<file path="config.mk">
export PLATFORM = sky130hd
export DESIGN_NAME = zip_end_record_locator_top
export DESIGN_NICKNAME = d
export VERILOG_FILES = /design/src/zerl_pkg.sv /design/src/zerl_record_check.sv /design/src/zip_end_record_locator_top.sv
export SDC_FILE = /design/constraint.sdc
export NUM_CORES = 1
export LEC_CHECK = 0
export ABC_CLOCK_PERIOD_IN_PS = 8650
export BUFFER_PORTS_ARGS = -buffer_cell sky130_fd_sc_hd__buf_4
export CORE_MARGIN = 2
export CORE_UTILIZATION = 35
export CTS_BUF_LIST = sky130_fd_sc_hd__clkbuf_8
export CTS_CLUSTER_DIAMETER = 150
export DETAILED_ROUTE_END_ITERATION = 10
export GPL_TIMING_DRIVEN = 0
export PLACE_DENSITY = 0.53
export SLEW_MARGIN = 20
export SYNTH_ARGS = -nofsm -noshare
export SYNTH_HDL_FRONTEND = slang
export SYNTH_SLANG_ARGS = --single-unit
</file>
<file path="constraint.sdc">
create_clock -name clk_i -period 8.65 [get_ports clk_i]
set_clock_uncertainty 0.2 [all_clocks]
set_input_delay 1.73 -clock clk_i [delete_from_list [all_inputs] [get_ports clk_i]]
set_output_delay 1.73 -clock clk_i [all_outputs]
set_load 0.005 [all_outputs]
</file>
<file path="src/zerl_pkg.sv">
// Types and constants of the zip end record locator.
package zerl_pkg;

  localparam int unsigned RecordBytes = 22;
  localparam int unsigned MaxTail     = 65557;
  localparam int unsigned CountW      = 17;
  localparam int unsigned OffsetW     = 32;
  localparam int unsigned BaseW       = 64;
  localparam int unsigned InDataW     = 8;
  localparam int unsigned OutDataW    = 40;
  localparam int unsigned CfgDataW    = 64;
  localparam int unsigned CfgAddrW    = 4;

  localparam logic [31:0]        EocdSignature = 32'h0605_4b50;
  localparam logic [CountW-1:0]  MaxTailCnt    = CountW'(MaxTail);
  localparam logic [CountW-1:0]  RecordCnt     = CountW'(RecordBytes);
  localparam logic [CountW-1:0]  TailLenReset  = CountW'(RecordBytes);

  typedef enum logic [1:0] {
    ST_UNIQUE    = 2'd0,
    ST_NONE      = 2'd1,
    ST_SEVERAL   = 2'd2,
    ST_COUNT_ERR = 2'd3
  } zerl_status_e;

  // Register select: paddr bit 3 (8-byte register stride).
  typedef enum logic {
    REG_TAIL_LENGTH = 1'b0,
    REG_TAIL_BASE   = 1'b1
  } zerl_reg_e;

  typedef struct packed {
    logic               hit;
    logic [OffsetW-1:0] dir_offset;
  } zerl_check_t;

endpackage

</file>
<file path="src/zerl_record_check.sv">
// End-of-central-directory record test on one 22-byte window.
module zerl_record_check
  import zerl_pkg::*;
(
  input  logic [RecordBytes-1:0][7:0] rec_i,        // rec_i[0] is the oldest byte
  input  logic [CountW-1:0]           byte_count_i, // bytes seen including rec_i[21]
  input  logic [CountW-1:0]           tail_length_i,
  input  logic [BaseW-1:0]            tail_base_i,
  output zerl_check_t                 check_o
);

  logic [31:0]        sig;
  logic [15:0]        disk_num, disk_cd, ent_disk, ent_total, comment_len;
  logic [31:0]        dir_size, dir_off;
  logic [CountW-1:0]  position;
  logic [CountW:0]    end_pos;
  logic [32:0]        dir_end;
  logic [BaseW-1:0]   record_at;

  assign sig         = rec_i[3:0];
  assign disk_num    = rec_i[5:4];
  assign disk_cd     = rec_i[7:6];
  assign ent_disk    = rec_i[9:8];
  assign ent_total   = rec_i[11:10];
  assign dir_size    = rec_i[15:12];
  assign dir_off     = rec_i[19:16];
  assign comment_len = rec_i[21:20];

  // Record start within the tail; only meaningful once 22 bytes are in.
  assign position  = byte_count_i - RecordCnt;
  assign end_pos   = {1'b0, byte_count_i} + (CountW+1)'(comment_len);
  assign dir_end   = {1'b0, dir_off} + {1'b0, dir_size};
  assign record_at = tail_base_i + BaseW'(position);

  always_comb begin
    check_o.dir_offset = dir_off;
    check_o.hit = (sig == EocdSignature)
                & (end_pos == {1'b0, tail_length_i})
                & (disk_num == 16'h0) & (disk_cd == 16'h0)
                & (ent_disk == ent_total) & (ent_total != 16'hFFFF)
                & (dir_size != 32'hFFFF_FFFF) & (dir_off != 32'hFFFF_FFFF)
                & (BaseW'(dir_end) == record_at);
  end

endmodule

</file>
<file path="src/zip_end_record_locator_top.sv">
// Top level of the zip end record locator: stream in, verdict out, APB registers.
//
// The block takes the tail of a ZIP archive one byte per word on the slave
// stream, oldest byte first, with tlast on the final byte. It keeps the last
// 21 bytes in a shift register and tests every full 22-byte window ending at
// the current byte as an end-of-central-directory record: signature, zero disk
// numbers, equal entry counts that are not 0xFFFF, size and offset not all
// ones, a comment that ends exactly at tail_length, and directory offset plus
// size equal to tail_base plus the record position (64-bit, wrapping). The
// whole test is one combinational pass on the incoming byte, so a byte is
// accepted on every cycle; the limit is the 64-bit position add and compare in
// that pass. One result word is produced per tail, registered as the tlast byte
// is accepted, and it is held in an output register. While that
// word waits for m_axis_tready the slave stream is stalled; a word taken by
// m_axis_tready frees the register in the same cycle, so bytes keep flowing
// back to back when the sink is ready. Status is 0 for exactly one qualifying
// record (directory offset returned), 1 for none, 2 for two or more, 3 when the
// byte count differs from tail_length or exceeds 65557 bytes; any nonzero status
// returns offset 0. The user must write tail_length (0x0) and tail_base (0x8)
// through APB only while no tail is in flight; the block does not enforce it.
module zip_end_record_locator_top
  import zerl_pkg::*;
(
  input  logic                clk_i,
  input  logic                rst_ni,
  // slave stream
  input  logic                s_axis_tvalid,
  output logic                s_axis_tready,
  input  logic [InDataW-1:0]  s_axis_tdata,   // [7:0] tail_byte
  input  logic                s_axis_tlast,   // last
  // master stream
  output logic                m_axis_tvalid,
  input  logic                m_axis_tready,
  output logic [OutDataW-1:0] m_axis_tdata,   // [1:0] status, [33:2] directory_offset,
                                              // [39:34] zero
  // APB configuration
  input  logic                psel,
  input  logic                penable,
  input  logic                pwrite,
  input  logic [CfgAddrW-1:0] paddr,
  input  logic [CfgDataW-1:0] pwdata,
  output logic [CfgDataW-1:0] prdata,
  output logic                pready
);

  // ---------------------------------------------------------------- config
  logic [CountW-1:0] tail_length_q;
  logic [BaseW-1:0]  tail_base_q;
  logic              cfg_wr;
  zerl_reg_e         cfg_sel;

  assign pready  = 1'b1;
  assign cfg_wr  = psel & penable & pwrite & pready;
  assign cfg_sel = zerl_reg_e'(paddr[3]);

  always_ff @(posedge clk_i or negedge rst_ni) begin
    if (!rst_ni) begin
      tail_length_q <= TailLenReset;
      tail_base_q   <= '0;
    end else if (cfg_wr) begin
      case (cfg_sel)
        REG_TAIL_LENGTH: tail_length_q <= pwdata[CountW-1:0];
        REG_TAIL_BASE:   tail_base_q   <= pwdata;
        default: ;
      endcase
    end
  end

  always_comb begin
    case (cfg_sel)
      REG_TAIL_LENGTH: prdata = CfgDataW'(tail_length_q);
      REG_TAIL_BASE:   prdata = tail_base_q;
      default:         prdata = '0;
    endcase
  end

  // ---------------------------------------------------------------- input side
  logic                  in_acc;
  logic                  out_valid_q;
  logic [OutDataW-1:0]   out_data_q;

  // Output register empties this cycle or is already empty.
  assign s_axis_tready = ~out_valid_q | m_axis_tready;
  assign in_acc        = s_axis_tvalid & s_axis_tready;

  // 21-byte history, oldest at index 0.
  logic [RecordBytes-2:0][7:0] window_q;
  logic [CountW-1:0]           count_q, count_d;
  logic [1:0]                  match_cnt_q, match_cnt_d;
  logic [OffsetW-1:0]          match_off_q, match_off_d;
  logic [RecordBytes-1:0][7:0] rec;
  zerl_check_t                 check;
  logic                        test_en;
  zerl_status_e                status;
  logic [OffsetW-1:0]          res_off;

  assign rec = {s_axis_tdata, window_q};

  zerl_record_check u_check (
    .rec_i         (rec),
    .byte_count_i  (count_d),
    .tail_length_i (tail_length_q),
    .tail_base_i   (tail_base_q),
    .check_o       (check)
  );

  always_comb begin
    // count saturates one above the largest tail
    count_d     = (count_q <= MaxTailCnt) ? count_q + 1'b1 : count_q;
    test_en     = (count_d >= RecordCnt) & (count_d <= MaxTailCnt);
    match_cnt_d = match_cnt_q;
    match_off_d = match_off_q;
    if (test_en && check.hit) begin
      match_off_d = check.dir_offset;
      if (match_cnt_q != 2'd2) match_cnt_d = match_cnt_q + 1'b1;
    end
    // verdict for a tlast byte; count error wins
    res_off = '0;
    if ((count_d != tail_length_q) || (count_d > MaxTailCnt)) begin
      status = ST_COUNT_ERR;
    end else begin
      case (match_cnt_d)
        2'd0:    status = ST_NONE;
        2'd1: begin
          status  = ST_UNIQUE;
          res_off = match_off_d;
        end
        default: status = ST_SEVERAL;
      endcase
    end
  end

  always_ff @(posedge clk_i) begin
    if (in_acc) begin
      window_q    <= rec[RecordBytes-1:1];
      match_off_q <= match_off_d;
    end
  end

  always_ff @(posedge clk_i or negedge rst_ni) begin
    if (!rst_ni) begin
      count_q     <= '0;
      match_cnt_q <= '0;
    end else if (in_acc) begin
      if (s_axis_tlast) begin
        count_q     <= '0;
        match_cnt_q <= '0;
      end else begin
        count_q     <= count_d;
        match_cnt_q <= match_cnt_d;
      end
    end
  end

  // ---------------------------------------------------------------- output side
  always_ff @(posedge clk_i or negedge rst_ni) begin
    if (!rst_ni) begin
      out_valid_q <= 1'b0;
    end else if (in_acc && s_axis_tlast) begin
      out_valid_q <= 1'b1;
    end else if (m_axis_tready) begin
      out_valid_q <= 1'b0;
    end
  end

  always_ff @(posedge clk_i) begin
    if (in_acc && s_axis_tlast) begin
      out_data_q <= {(OutDataW-OffsetW-2)'(0), res_off, status};
    end
  end

  assign m_axis_tvalid = out_valid_q;
  assign m_axis_tdata  = out_data_q;

endmodule

</file>
==> reports/metrics.cfg <==
[grt]
grt_pass1_vias=15150
grt-ovfl-total=0
grt_start_max_net_pins=102
grt_use_total_pct=19.8
antenna_found_initial=0
grt_pass1_wl_um=90600

[clock_tree]
cts_tree=done
htree_levels=2
clkTransAtPathRegs_ns=0.06
clock_latency_ns=0.69
cts_sinks=335
cts.hold.buffers_added=0
clk_path_buf_depth=3
cts_buffers=60
cts_root_buffer=clkbuf_8

[sta]
setup_slack_ns=0.503
worst_pin_slew_ns=1.03
max_clock_freq_mhz=123
maxSlewViolCount=0
period_share_pct=94.2
setup_viol=0
rsz0062_at_grt=false
period_minus_slack_ns=8.15
slew_headroom_pct=31.3
final-hold-violation-count=0

[power_and_ir_drop]
p_per_area_mw_per_mm2=204
ir_drop_mv=0.131
power_mw=4.79
power_leakage_nw=9.18

[yosys]
synthFlopType=edfxtp_1
syn_area_per_cell_um2=11.3
yosys_warnings=0
synth_area_leader_cell=edfxtp_1
synth_edf_count=234
syn-cell-area_mm2=0.0198
synth_cell_type_count=96
seq_area_frac_synth_pct=48.4
synthCells=1749
async_flop_share_pct=30.1
ys_ff_latch=335
synth_top_area_share_pct=35.6
ys_top_cells_by_area=edfxtp_1, dfrtp_1, xnor2_1, mux2_2, ha_1

[detailed_routing]
routed_wl_um=59000
antenna_left=0
vias=14996
first_pass_iters=5
drt_iter0_drc=1031
routed_via_density=5.33
routedWlPerCell_um=21.0
drc_errors=0

[final_layout]
ff_latch_area_mm2=0.00956
final_cell_mix=edfxtp_1, buf_4, nand2_1
fin_cells=2813
multi_input_area_mm2=0.00981
synthToLayoutAreaGrowth_pct=18.7
final_common_cell=edfxtp_1
diodes=0
drive_above_1_share_pct=22.8
utilization_pct=41.8
fill_cells=5438
final_nets=2156

[place]
place_inst=2694
portBuffers=180
dp_hpwl_um=44800
dp_slack_ns=-0.301
globalplace.congestion=0.898

[worst_setup_path]
criticalPathCategory=reg2reg
required_ns=8.88
crit_fanout=10
end_kind=register
cp.arrival_ns=8.38
worst_setup_path_start_kind=register

[job]
max_cap_viol_count=0

[min_path]
hp-class=reg2reg

[die]
num_rows=87
core-area_mm2=0.0561
die_h_um=242
start_util_pct=35.3
die_area_mm2=0.0584
num_io_pins=191
dieWidth_um=242

[status]
status=finished, final reports clean

-- sequential cells by signal (all words and copies together) (netlist names) --
name and flops:
tail_length_q 17, rec 168, tail_base_q 64, count_q 17, match_off_q 32, m_axis_tdata 34, match_cnt_q 2, m_axis_tvalid 1
-- logic make-up after synthesis --
group / Yosys count / share of synthesized area, %
fa+ha+maj: 70 / 4.49
other cells: 2 / 0.0380
simple gates: 572 / 15.7
xor+xnor: 185 / 8.41
mux: 169 / 9.93
compound gates: 300 / 10.5
flops: 335 / 48.4
buf+inv: 116 / 2.59
-- per-layer routing --
metal	part of all wire (%)	up-vias	global-route usage, %
met4	2.2	0	5.66
met3	4.7	85	3.03
met5	0	-	0
met1	45	7377	26.9
met2	48	430	32.8
li1	-	7104	-
-- worst max-delay path, stage by stage, from the launching register on --
cell and delay (ns):
dfrtp_1 0.35, buf_2 0.19, nor4_4 0.36, a41o_1 0.31
o211ai_1 0.19, xnor2_1 0.58, a21oi_1 0.21, nor2b_1 0.27
nand2b_1 0.32, a21oi_1 0.09, xnor2_1 0.31, ha_1 0.41
nand4_1 0.16, nor2_1 0.08, a22o_1 0.21, a31oi_2 0.53
nor2_1 0.24, and4_1 0.29, or3_1 0.30, and3_1 0.16
or4_1 0.40, or4_4 0.55, nor3_4 0.28, nand3_1 0.14
buf_4 0.24, buf_6 0.19, mux2_4 0.30
-- synthesized netlist by cell type, types with 12 or more instances --
| cell type | instances |
|---|---|
| xnor2_1 | 145 |
| mux2_2 | 100 |
| o31ai_1 | 14 |
| nor2_1 | 74 |
| edfxtp_1 | 234 |
| and3_1 | 15 |
| and2_1 | 57 |
| mux2_4 | 28 |
| o211ai_1 | 16 |
| a21o_1 | 23 |
| nand4_1 | 72 |
| clkbuf_1 | 46 |
| inv_1 | 40 |
| xor2_1 | 37 |
| o21ai_0 | 61 |
| dfrtp_1 | 98 |
| nor3_1 | 34 |
| ha_1 | 63 |
| nand3_1 | 48 |
| a31oi_1 | 12 |
| mux2i_1 | 37 |
| nor4b_1 | 12 |
| nand2_1 | 161 |
| nor4_1 | 27 |
| a21oi_1 | 68 |
-- metrics by stage --
step | area (um^2) | TNS (ns) | hold WS, ns
global route | 23500 | 0 | 0.261
floorplan | 19800 | 0 | 0.217
finish | 23500 | 0 | 0.251
global placement | 22100 | -20.50 | 0.224
detailed placement | 22200 | -16.43 | 0.235
CTS | 23300 | 0 | 0.254
-- report_power, final --
part	internal [mW]	switching (mW)	total, mW
registers	1.91	0.216	2.12
clock network	0.694	0.699	1.39
logic	0.603	0.673	1.28
-- worst paths after layout --
path                        startpoint  cells past startpoint               to  slack (ns)
hold reg to reg                rec[26]                      0          rec[18]        0.25
max in group asynchronous       rst_ni                      1   tail_base_q[4]        6.59
hold / removal                 rec[26]                      0          rec[18]        0.25
setup reg to reg           count_q[12]                     26  match_off_q[14]        0.50
setup / recovery           count_q[12]                     26  match_off_q[14]        0.50
min in group asynchronous       rst_ni                      1  tail_base_q[51]        0.98
-- final cells by class --
class / count / share of cell area, %
multi-input cells: 1303 / 41.8
flip-flops and latches: 335 / 40.8
repair buffers: 191 / 6.35
well taps: 756 / 4.03
clock buffers: 64 / 3.76
plain buffers: 74 / 1.57
clock inverters: 49 / 1.05
inverters: 41 / 0.656
-- repair_timing --
action / 4_1_cts / 5_1_grt
endpoints found under the setup margin: 68 / 68
pin swaps: 1 / 1
resized for setup: 3 / 12
buffers inserted: 2 / 5
Power figures use the tool's default switching activity.
